**src/sv/lps_pkg.sv**
```systemverilog
// Shared types for the linear prime sieve: controller states, result kinds,
// and the command and status groups between controller and datapath.
// No dependencies.
package lps_pkg;

   // Controller states
   typedef enum logic [2:0] {
      ST_CLEAR,
      ST_IDLE,
      ST_READF,
      ST_LOOP_RD,
      ST_LOOP_MUL,
      ST_LOOP_WR
   } state_type;

   // What goes into the output register
   typedef enum logic [1:0] {
      RES_ZERO,
      RES_DONE,
      RES_NUM
   } res_kind_type;

   // Controller -> datapath
   typedef struct packed {
      logic         restart_state;  // n back to 2, count to 0, sweep from 0
      logic         resolve;        // settle factor of n, append prime
      logic         capture_mul;    // register prime and product
      logic         mark;           // write factor of product, next prime
      logic         clear_step;     // one entry of the clearing pass
      logic         out_load;       // load the output register
      res_kind_type out_kind;
   } cmd_type;

   // Datapath -> controller
   typedef struct packed {
      logic over_lim;    // next number is above the active limit
      logic list_end;    // prime index reached the prime count
      logic mark_break;  // prime above factor or product above limit
      logic clear_last;  // clearing pass at its last entry
      logic out_busy;    // output register holds a stalled result
   } status_type;

endpackage

```
**src/sv/lps_ctrl.sv**
```systemverilog
// Sequencing controller of the linear prime sieve.
// Depends on lps_pkg; drives commands to lps_dpath and the input stall.
module lps_ctrl
   import lps_pkg::*;
(
   input  logic       clock,
   input  logic       reset,
   input  logic       req_valid,
   input  logic       req_restart,
   output logic       req_stall,
   input  status_type status,
   output cmd_type    cmd
);

   state_type state_ff;
   state_type state_in;

   // State register; reset starts the clearing pass
   always_ff @(posedge clock) begin
      if (reset) begin
         state_ff <= ST_CLEAR;
      end else begin
         state_ff <= state_in;
      end
   end

   // Next state and commands
   always_comb begin
      state_in  = state_ff;
      cmd       = '0;
      cmd.out_kind = RES_NUM;
      req_stall = 1'b1;
      case (state_ff)
         ST_CLEAR: begin
            cmd.clear_step = 1'b1;
            if (status.clear_last) begin
               state_in = ST_IDLE;
            end
         end
         ST_IDLE: begin
            req_stall = status.out_busy;
            if (req_valid && !status.out_busy) begin
               if (req_restart) begin
                  cmd.out_load      = 1'b1;
                  cmd.out_kind      = RES_ZERO;
                  cmd.restart_state = 1'b1;
                  state_in          = ST_CLEAR;
               end else if (status.over_lim) begin
                  cmd.out_load = 1'b1;
                  cmd.out_kind = RES_DONE;
               end else begin
                  state_in = ST_READF;
               end
            end
         end
         ST_READF: begin
            cmd.resolve = 1'b1;
            state_in    = ST_LOOP_RD;
         end
         ST_LOOP_RD: begin
            // prime read is issued here when the list goes on
            if (status.list_end) begin
               if (!status.out_busy) begin
                  cmd.out_load = 1'b1;
                  state_in     = ST_IDLE;
               end
            end else begin
               state_in = ST_LOOP_MUL;
            end
         end
         ST_LOOP_MUL: begin
            cmd.capture_mul = 1'b1;
            state_in        = ST_LOOP_WR;
         end
         ST_LOOP_WR: begin
            if (status.mark_break) begin
               if (!status.out_busy) begin
                  cmd.out_load = 1'b1;
                  state_in     = ST_IDLE;
               end
            end else begin
               cmd.mark = 1'b1;
               state_in = ST_LOOP_RD;
            end
         end
         default: begin
            state_in = ST_CLEAR;
         end
      endcase
   end

endmodule

```
**config.mk**
```make
export PLATFORM = sky130hd
export DESIGN_NAME = lps_ctrl
export DESIGN_NICKNAME = d
export VERILOG_FILES = /design/src/sv/lps_pkg.sv /design/src/sv/lps_ctrl.sv
export SDC_FILE = /design/constraint.sdc
export NUM_CORES = 1
export LEC_CHECK = 0
export BUFFER_PORTS_ARGS = -buffer_cell sky130_fd_sc_hd__buf_2
export CAP_MARGIN = 20
export CORE_AREA = 2 2 39 41
export DETAILED_ROUTE_END_ITERATION = 16
export DIE_AREA = 0 0 41 43
export GPL_ROUTABILITY_DRIVEN = 0
export GPL_TIMING_DRIVEN = 0
export MAX_ROUTING_LAYER = met4
export PLACE_DENSITY_LB_ADDON = 0.12
export RECOVER_POWER = 25
export SLEW_MARGIN = 20
export SYNTH_ARGS = -nofsm -noshare
export SYNTH_HDL_FRONTEND = slang
export SYNTH_SLANG_ARGS = --single-unit
```
**constraint.sdc**
```tcl
create_clock -name clock -period 1.4 [get_ports clock]
set_input_delay 0.14 -clock clock [delete_from_list [all_inputs] [get_ports clock]]
set_output_delay 0.14 -clock clock [all_outputs]
set_load 0.02 [all_outputs]
```
## After elaboration in Yosys (flattened, before gate mapping)

Index checks and enable logic that the tools add are counted.

| storage, ports and cells | value |
|---|---|
| register bits | 3 |
| input port bits | 9 |
| output and inout port bits | 9 |
| logic and storage cells | 38 |

| cells by class | value |
|---|---|
| equal/unequal tests | 8 |
| multiplexer cells | 25 |
| reduce and logical (&&, ||, !) cells | 4 |

Operator list:

| operator | number |
|---|---|
| $mux 3 | 10 |
| $pmux 3 s6 | 1 |
| $mux 1 | 12 |
| $eq 3x2->1 const B | 2 |
| $eq 3x3->1 const B | 2 |
| $ne 2x2->1 const B | 2 |
| $eq 3x1->1 const B | 1 |
| $logic_not 3->1 | 1 |
| $ne 3x3->1 const B | 1 |
| $pmux 1 s3 | 1 |
| $reduce_and 3->1 | 1 |
| $mux 2 | 1 |
| $logic_and 1x1->1 | 1 |
| $logic_not 1->1 | 1 |

## Longest topological paths before layout

Gate-level depths: netlist of run 1.

| depth | value |
|---|---|
| depth in word-level cells | 4 |
| gate-level depth with buffers | 5 |
| depth with buffers taken out | 4 |

## Least setup slack after synthesis of run 1

OpenSTA, ideal clock, no wires.

| path | value |
|---|---|
| kind | flip-flop to output port |
| from | register state_ff[2] |
| to | output cmd[0] (netlist name) |
| data arrival time | 1,256 ps |
| required time | 1,260 ps |
| path slack | 4 ps |
| stages on the path, launching flop included | 5 |
| path buffers | 1 |
| cells stage by stage | dfxtp_1 buf_2 nor2_1 nand3_1 nor3b_1 |

RTL lines:

| element | line | RTL |
|---|---|---|
| from (decl) | lps_ctrl.sv:15 | `state_type state_ff;` |
| from (signal assigned) | lps_ctrl.sv:23 | `state_ff <= state_in;` |
| to (decl) | lps_ctrl.sv:12 | `output cmd_type cmd` |

## Worst setup path after layout of run 1

| path | value |
|---|---|
| from | register state_ff[0] |
| to | register state_ff[0] |

| between the ends | value |
|---|---|
| longest elaborated chain between the ends | 3 |
| elaborated cells on any way between the ends | 14 |
| classes of those cells | eq/ne: 8; mux: 4; reduce/logical: 2 |

Ends and longest elaborated chain:

| element | line | RTL |
|---|---|---|
| $eq 3x1->1, or another cell as far along | lps_ctrl.sv:33 | `case (state_ff)` |
| $ne 3x3->1 (no source line), or another cell as far along | -- |  |
| $reduce_and 3->1 (no source line) or $pmux 3 s6 (tied branches) | -- |  |

Several ways; a longest one is shown, not always the timed one.
A chain may end at the register's enable or synchronous reset.

==> results of run 1 <==
-- cells in the final DEF (no fill, tap or decap) --
cell type	netlist	final
sky130_fd_sc_hd__nand2_2	0	1
sky130_fd_sc_hd__nand2b_4	0	1
sky130_fd_sc_hd__a21oi_1	3	3
sky130_fd_sc_hd__clkbuf_1	0	1
sky130_fd_sc_hd__inv_1	3	3
sky130_fd_sc_hd__a2111oi_2	1	1
sky130_fd_sc_hd__nand3_2	0	1
sky130_fd_sc_hd__dfxtp_1	3	1
sky130_fd_sc_hd__nand2_1	5	4
sky130_fd_sc_hd__nor4b_1	1	1
sky130_fd_sc_hd__buf_2	2	15
sky130_fd_sc_hd__nor2_4	0	1
sky130_fd_sc_hd__nand3_1	3	2
sky130_fd_sc_hd__nor2b_4	1	1
sky130_fd_sc_hd__clkbuf_4	0	3
sky130_fd_sc_hd__buf_6	1	3
sky130_fd_sc_hd__a22o_1	1	1
sky130_fd_sc_hd__mux2_4	1	1
sky130_fd_sc_hd__a2bb2oi_1	1	1
sky130_fd_sc_hd__nor3b_1	3	1
sky130_fd_sc_hd__o22ai_2	0	1
sky130_fd_sc_hd__a21boi_2	1	1
sky130_fd_sc_hd__buf_4	0	9
sky130_fd_sc_hd__nor3_1	2	2
sky130_fd_sc_hd__nor2_1	6	5
sky130_fd_sc_hd__dfxtp_4	0	1
sky130_fd_sc_hd__o22ai_1	2	1
sky130_fd_sc_hd__a21o_2	1	1
sky130_fd_sc_hd__dfxtp_2	0	1
sky130_fd_sc_hd__o21bai_4	0	1
sky130_fd_sc_hd__nor3b_2	0	2
-- routing by layer --
layer  GRT usage  part of all wire
met4      0.0800                 0
met2       0.188              0.51
met3      0.0157             0.053
met5           -                 0
met1       0.163              0.44
-- cells by family (layout without fill, tap and decap cells) --
group                  count (synthesis)  in the layout
and+or+nand+nor                       22             22
AOI/OAI and AO/OA                     11             11
buffers and inverters                  6             34
DFF                                    3              3
muxes                                  1              1
-- worst max-delay path, cell delays in order (launching register included) --
cell	delay (ps)
sky130_fd_sc_hd__dfxtp_2	330
sky130_fd_sc_hd__nor2b_4	130
sky130_fd_sc_hd__buf_6	110
sky130_fd_sc_hd__a22o_1	200
sky130_fd_sc_hd__a21boi_2	160
sky130_fd_sc_hd__mux2_4	310
-- where the power goes --
group	internal, mW	switching (mW)
clock network	0.107	0.0414
registers	0.0980	0.0146
logic	0.149	0.130
total	0.353	0.186
-- final cells by class --
class | count | area (µm²)
Inverter | 3 | 11.3
Clock buffer | 4 | 26.3
Timing Repair Buffer | 26 | 165
Tap cell | 16 | 20.0
Fill cell | 156 | 815
Sequential cell | 3 | 65.1
Multi-Input combinational cell | 34 | 270
Buffer | 1 | 11.3
-- synth_stat cells (all sizes together) --
master / count / area share
buf: 3 / 0.068
inv: 3 / 0.036
o22ai: 2 / 0.040
a21o: 1 / 0.028
nor2b: 1 / 0.044
dfxtp: 3 / 0.19
o21bai: 1 / 0.024
nor3b: 3 / 0.072
nand2b: 1 / 0.020
nor4b: 1 / 0.028
a2111oi: 1 / 0.048
a21boi: 1 / 0.036
a2bb2oi: 1 / 0.028
nand3: 3 / 0.048
nand2: 5 / 0.060
a22o: 1 / 0.028
nor2: 6 / 0.072
mux2: 1 / 0.048
nor3: 2 / 0.032
a21oi: 3 / 0.048
-- worst paths after layout --
| check | slack [ps] | cells after the start | startpoint | to |
|---|---|---|---|---|
| setup / recovery | 50 | 5 | state_ff[0] | state_ff[0] |
| hold / removal | 130 | 2 | reset | state_ff[1] |
| setup reg to reg | 50 | 5 | state_ff[0] | state_ff[0] |
| hold reg to reg | 520 | 1 | state_ff[1] | state_ff[1] |
-- repair_timing --
action,in CTS,in global routing
buffers inserted,6,3
hold buffers,0,0
hold endpoints to repair,0,0
setup endpoints to repair,5,7
pin swaps,4,3
gates cloned,0,0
resized for setup,13,6
==> metrics.txt, run 1 <==
result of the run=complete, no violations; crit path setup slack, layout=between 40 and 50 ps; clock latency at the later pin of the worst-skew pair=around 230 ps; multiplexer fraction of the synthesized cell area=0.0480; simple-gate share of the synthesized area=0.376; number of H-tree branching levels=1; largest voltage drop on the vdd net=about 0.00031 V; IO Port Bufs=17; final hold slack=between 100 and 150 ps; fraction of the yosys area taken by sequential cells=0.192; critical path class=flip-flop to flip-flop; maxcap violations=0; Clock Skew=approximately 2.5 ps; Post-DRT Antenna Nets=0; number of flip-flops in the largest register=3; antenna violations before repair=0; setup-violating endpoint count in the final report=0; post-placement cell count=76; DP Worst Slack=between 10 and 15 ps; number of inserted diodes=0; Post-Synthesis Net Count=between 50 and 60; biggest fanout along the worst timing path=3; RSZ-0062 raised after global routing=true; clk sinks=3; number of CTS-inserted buffers=3; post-synth design cell area=313 µm²; pin count of the biggest net entering global routing=11; grt ovf=0; Synth Instances=43; worst max-slew margin expressed relative to the limit=0.819; Mean Syn Cell Area=roughly 7.3 µm²; height of the die=around 43 µm; Data arrival, critical path=~1500 ps; share of the clock period used by the worst path=0.964; via count of the first global-routing pass=382; Slew Viols, Final=0; number of distinct library cell variants in the gate-level netlist after synthesis=21; Hold WC Path Type=primary input to flip-flop; CP startpoint kind=flip-flop; top-level port count=18; routed via count divided by cell count=~4.6; critical path capture point type=flip-flop; floorplan core area=approximately 1400 µm²; DIE WIDTH=~41 µm; number of nets at the end of the flow=slightly above 80; instance area at placement=~420 µm²; global-route wire length before repair=1.53 mm; Max clock buf depth=2; xor/xnor share of the synthesized area=0; remaining design rule violation count=0; root buf cell=sky130_fd_sc_hd__clkbuf_4; utilization of the core after routing=0.411; violation count after the first detailed-routing iteration=1; Largest Register=state_ff; Yosys warnings=0; area delta synth->final=82.0%; registers with the highest flip-flop counts=state_ff (3); Design Area, Final=569 µm²; Worst Tran Pin Value=268 ps; Die Outline Area=around 1800 µm²; DRT Wirelength=around 920 µm; initial core utilization=0.226; share of final-layout standard cells stronger than drive strength 1=0.634; Layout Cells excl Fill=87; Period minus WS final=approximately 1400 ps; Routed wire per std cell=about 11 µm; vias after detailed routing=400; hold violation total from the final report=0; global router's overall resource usage=0.129; data required time at the worst endpoint=1510 ps; final setup TNS=0 ps; areal power density over the cells=between 900 and 1000 nW/µm²; post-layout total power=about 0.54 mW; dpl hpwl=around 600 µm; drt first pass iters=3; num rows=14; synthesis-stage register bit count=3; leakage power figure=0.269 nW; share of the synthesized area in compound gates (AO/OA/AOI/OAI)=0.280; fmax=0.741 GHz; clock transition at the registers of the reported paths=roughly 40 ps; CTS tree=built; main combinational cell family by area after synthesis=simple AND/OR/NAND/NOR gates; arithmetic-cell share of the synthesized area counting full adders, half adders and majority gates=0
No activity file was read; power rests on OpenSTA's default activity.
==> inputs of run 2 (changes only) <==
CORE_AREA = 10 10 47 49   (was 2 2 39 41)
DIE_AREA = 0 0 57 59   (was 0 0 41 43)
==> metrics.txt, run 2 (synthesis results as in run 1) <==
number of flip-flops in the largest register=3 (unchanged); post-layout total power=0.525 mW (was 0.539 mW); remaining design rule violation count=0 (unchanged); Worst path slowest cell=sky130_fd_sc_hd__dfxtp_1 (was sky130_fd_sc_hd__dfxtp_2); Hold Buf Count CTS=0 (unchanged); Period minus WS final=1380 ps (was 1350 ps); DIE WIDTH=57 µm (was 41 µm); Data arrival, critical path=1240 ps (was 1460 ps); clock transition at the registers of the reported paths=40 ps (about the same); Die Outline Area=3360 µm² (was 1760 µm²); clk sinks=3 (unchanged); routed via count divided by cell count=4.68 (was 4.60); via count of the first global-routing pass=422 (was 382); utilization of the core after routing=0.394 (was 0.411); global-route wire length before repair=1.75 mm (was 1.53 mm); Worst R2R End=state_ff[0] (unchanged); Worst setup endpoint=cmd[2] (was state_ff[0]); instance area at placement=418 µm² (unchanged); share of final-layout standard cells stronger than drive strength 1=0.594 (was 0.634); height of the die=59 µm (was 43 µm); hold violation total from the final report=0 (unchanged); CTS tree=built (unchanged); Slew Viols, Final=0 (unchanged); minimum setup slack among reg-to-reg paths=120 ps (was 50 ps); registers with the highest flip-flop counts=state_ff (3) (unchanged); critical path capture point type=output pin (was flip-flop); violation count after the first detailed-routing iteration=0 (was 1); Most Frequent Cell on Critical Path=sky130_fd_sc_hd__buf_6; area delta synth->final=76.4% (was 82.0%); maxcap violations=0 (unchanged); biggest fanout along the worst timing path=8 (was 3); vias after detailed routing=398 (was 400); pin count of the biggest net entering global routing=11 (unchanged); root buf cell=sky130_fd_sc_hd__clkbuf_4 (unchanged); top-level port count=18 (unchanged); data required time at the worst endpoint=1260 ps (was 1510 ps); antenna violations before repair=0 (unchanged); final setup TNS=0 ps (unchanged); global router's overall resource usage=0.0645 (was 0.129); share of the clock period used by the worst path=0.983 (was 0.964); number of H-tree branching levels=1 (unchanged); clock latency at the later pin of the worst-skew pair=230 ps (about the same); fmax=0.727 GHz (was 0.741 GHz); critical path class=flip-flop to output pin (was flip-flop to flip-flop); number of CTS-inserted buffers=3 (unchanged); Critical Path Source=state_ff[2] (was state_ff[0]); ordered cell list for the critical path=buf_6, nor2_4, nand3_4, o21bai_4, nand2_1, buf_6 (was nor2b_4, buf_6, a22o_1, a21boi_2, mux2_4); commonest non-fill, non-tap cell in the layout=sky130_fd_sc_hd__buf_2 (unchanged); Clock Skew=1.61 ps (was 2.53 ps); filler cell count=168 (was 156); result of the run=complete, no violations (unchanged); Largest Register=state_ff (unchanged); R2R depth=4 (was 5); crit path setup slack, layout=23.6 ps (was 49.8 ps); worst max-slew margin expressed relative to the limit=0.823 (was 0.819); num rows=14 (unchanged); Slowest Stage Delay on Critical Path=300 ps (was 330 ps); Post-DRT Antenna Nets=0 (unchanged); DP Worst Slack=20.3 ps (was 12.0 ps); DRT Wirelength=1.05 mm (was 923 µm); areal power density over the cells=951 nW/µm² (was 948 nW/µm²); number of inserted diodes=0 (unchanged); CP startpoint kind=flip-flop (unchanged); floorplan core area=1400 µm² (was 1380 µm²); Worst Tran Pin Value=262 ps (was 268 ps); leakage power figure=0.260 nW (was 0.269 nW); startpoint of the most critical register-to-register path=state_ff[0] (unchanged); grt ovf=0 (unchanged); setup-violating endpoint count in the final report=0 (unchanged); Max clock buf depth=2 (unchanged); drt first pass iters=1 (was 3); number of nets at the end of the flow=79 (was 81); dpl hpwl=750 µm (was 602 µm); largest voltage drop on the vdd net=0.000297 V (was 0.000309 V); Routed wire per std cell=12.3 µm (was 10.6 µm); Design Area, Final=552 µm² (was 569 µm²); RSZ-0062 raised after global routing=true (unchanged); IO Port Bufs=17 (unchanged); initial core utilization=0.223 (was 0.226); Hold WC Path Type=primary input to flip-flop (unchanged); commonest cells after routing, fill and taps aside=sky130_fd_sc_hd__buf_2 (14), sky130_fd_sc_hd__buf_4 (9), sky130_fd_sc_hd__nor2_1 (5), sky130_fd_sc_hd__nand2_1 (5) (was sky130_fd_sc_hd__buf_2 (15), sky130_fd_sc_hd__buf_4 (9), sky130_fd_sc_hd__nor2_1 (5))
[run 2: changes by cell type in the layout (fill, tap and decap cells not counted), sizes merged]
cell / change
buf: -2
[run 2: area by class of cell]
class	count	area, µm²	share of cell area
inverter	3	11.3	0.0204
tap	16	20.0	0.0363
buffer	1	11.3	0.0204
clock buffer	4	26.3	0.0476
sequential	3	65.1	0.118
multi-input combinational	34	269	0.488
timing repair buffer	24	149	0.270
[run 2: where the power goes]
group / total (mW) / internal (mW) / switching (mW)
Combinational: 0.258 / 0.132 / 0.126
Clock: 0.151 / 0.107 / 0.0440
Sequential: 0.116 / 0.101 / 0.0147
[run 2: how the worst min path moves through the flow]
stage                      from     endpoint  slack [ps]  cells after the start
after global routing      reset  state_ff[2]         140                      2
after detailed placement  reset  state_ff[2]         370                      2
after CTS                 reset  state_ff[2]         130                      2
after floorplan           reset  state_ff[2]         210                      1
after global placement    reset  state_ff[2]         370                      2
final                     reset  state_ff[2]         130                      2
[run 2: per-stage QoR]
stage,instances,hold slack (ps)
2_1_floorplan,43,212
3_3_place_gp,76,367
3_5_place_dp,76,375
4_1_cts,82,126
5_1_grt,85,140
6_report,85,131
[run 2: what timing repair did]
item | CTS | global route
pin swaps | 4 | 3
buffers inserted | 3 | 4
resized for setup | 16 | 2
setup endpoints to repair | 5 | 6
gates cloned | 0 | 0
[run 2: routing by layer]
| metal | vias to the layer above | share of wire | track usage |
|---|---|---|---|
| li1 | 210 | - | - |
| met1 | 177 | 0.48 | 0.0704 |
| met2 | 11 | 0.46 | 0.102 |
| met3 | 0 | 0.059 | 0.0236 |
| met4 | 0 | 0 | 0.0302 |
| met5 | - | 0 | - |
[run 2: critical path, delay by kind of cell, from the launching register on]
family | cells | cell delay, ps
buf+inv | 2 | 240
simple gates | 3 | 280
compound gates | 1 | 170
flops | 1 | 300
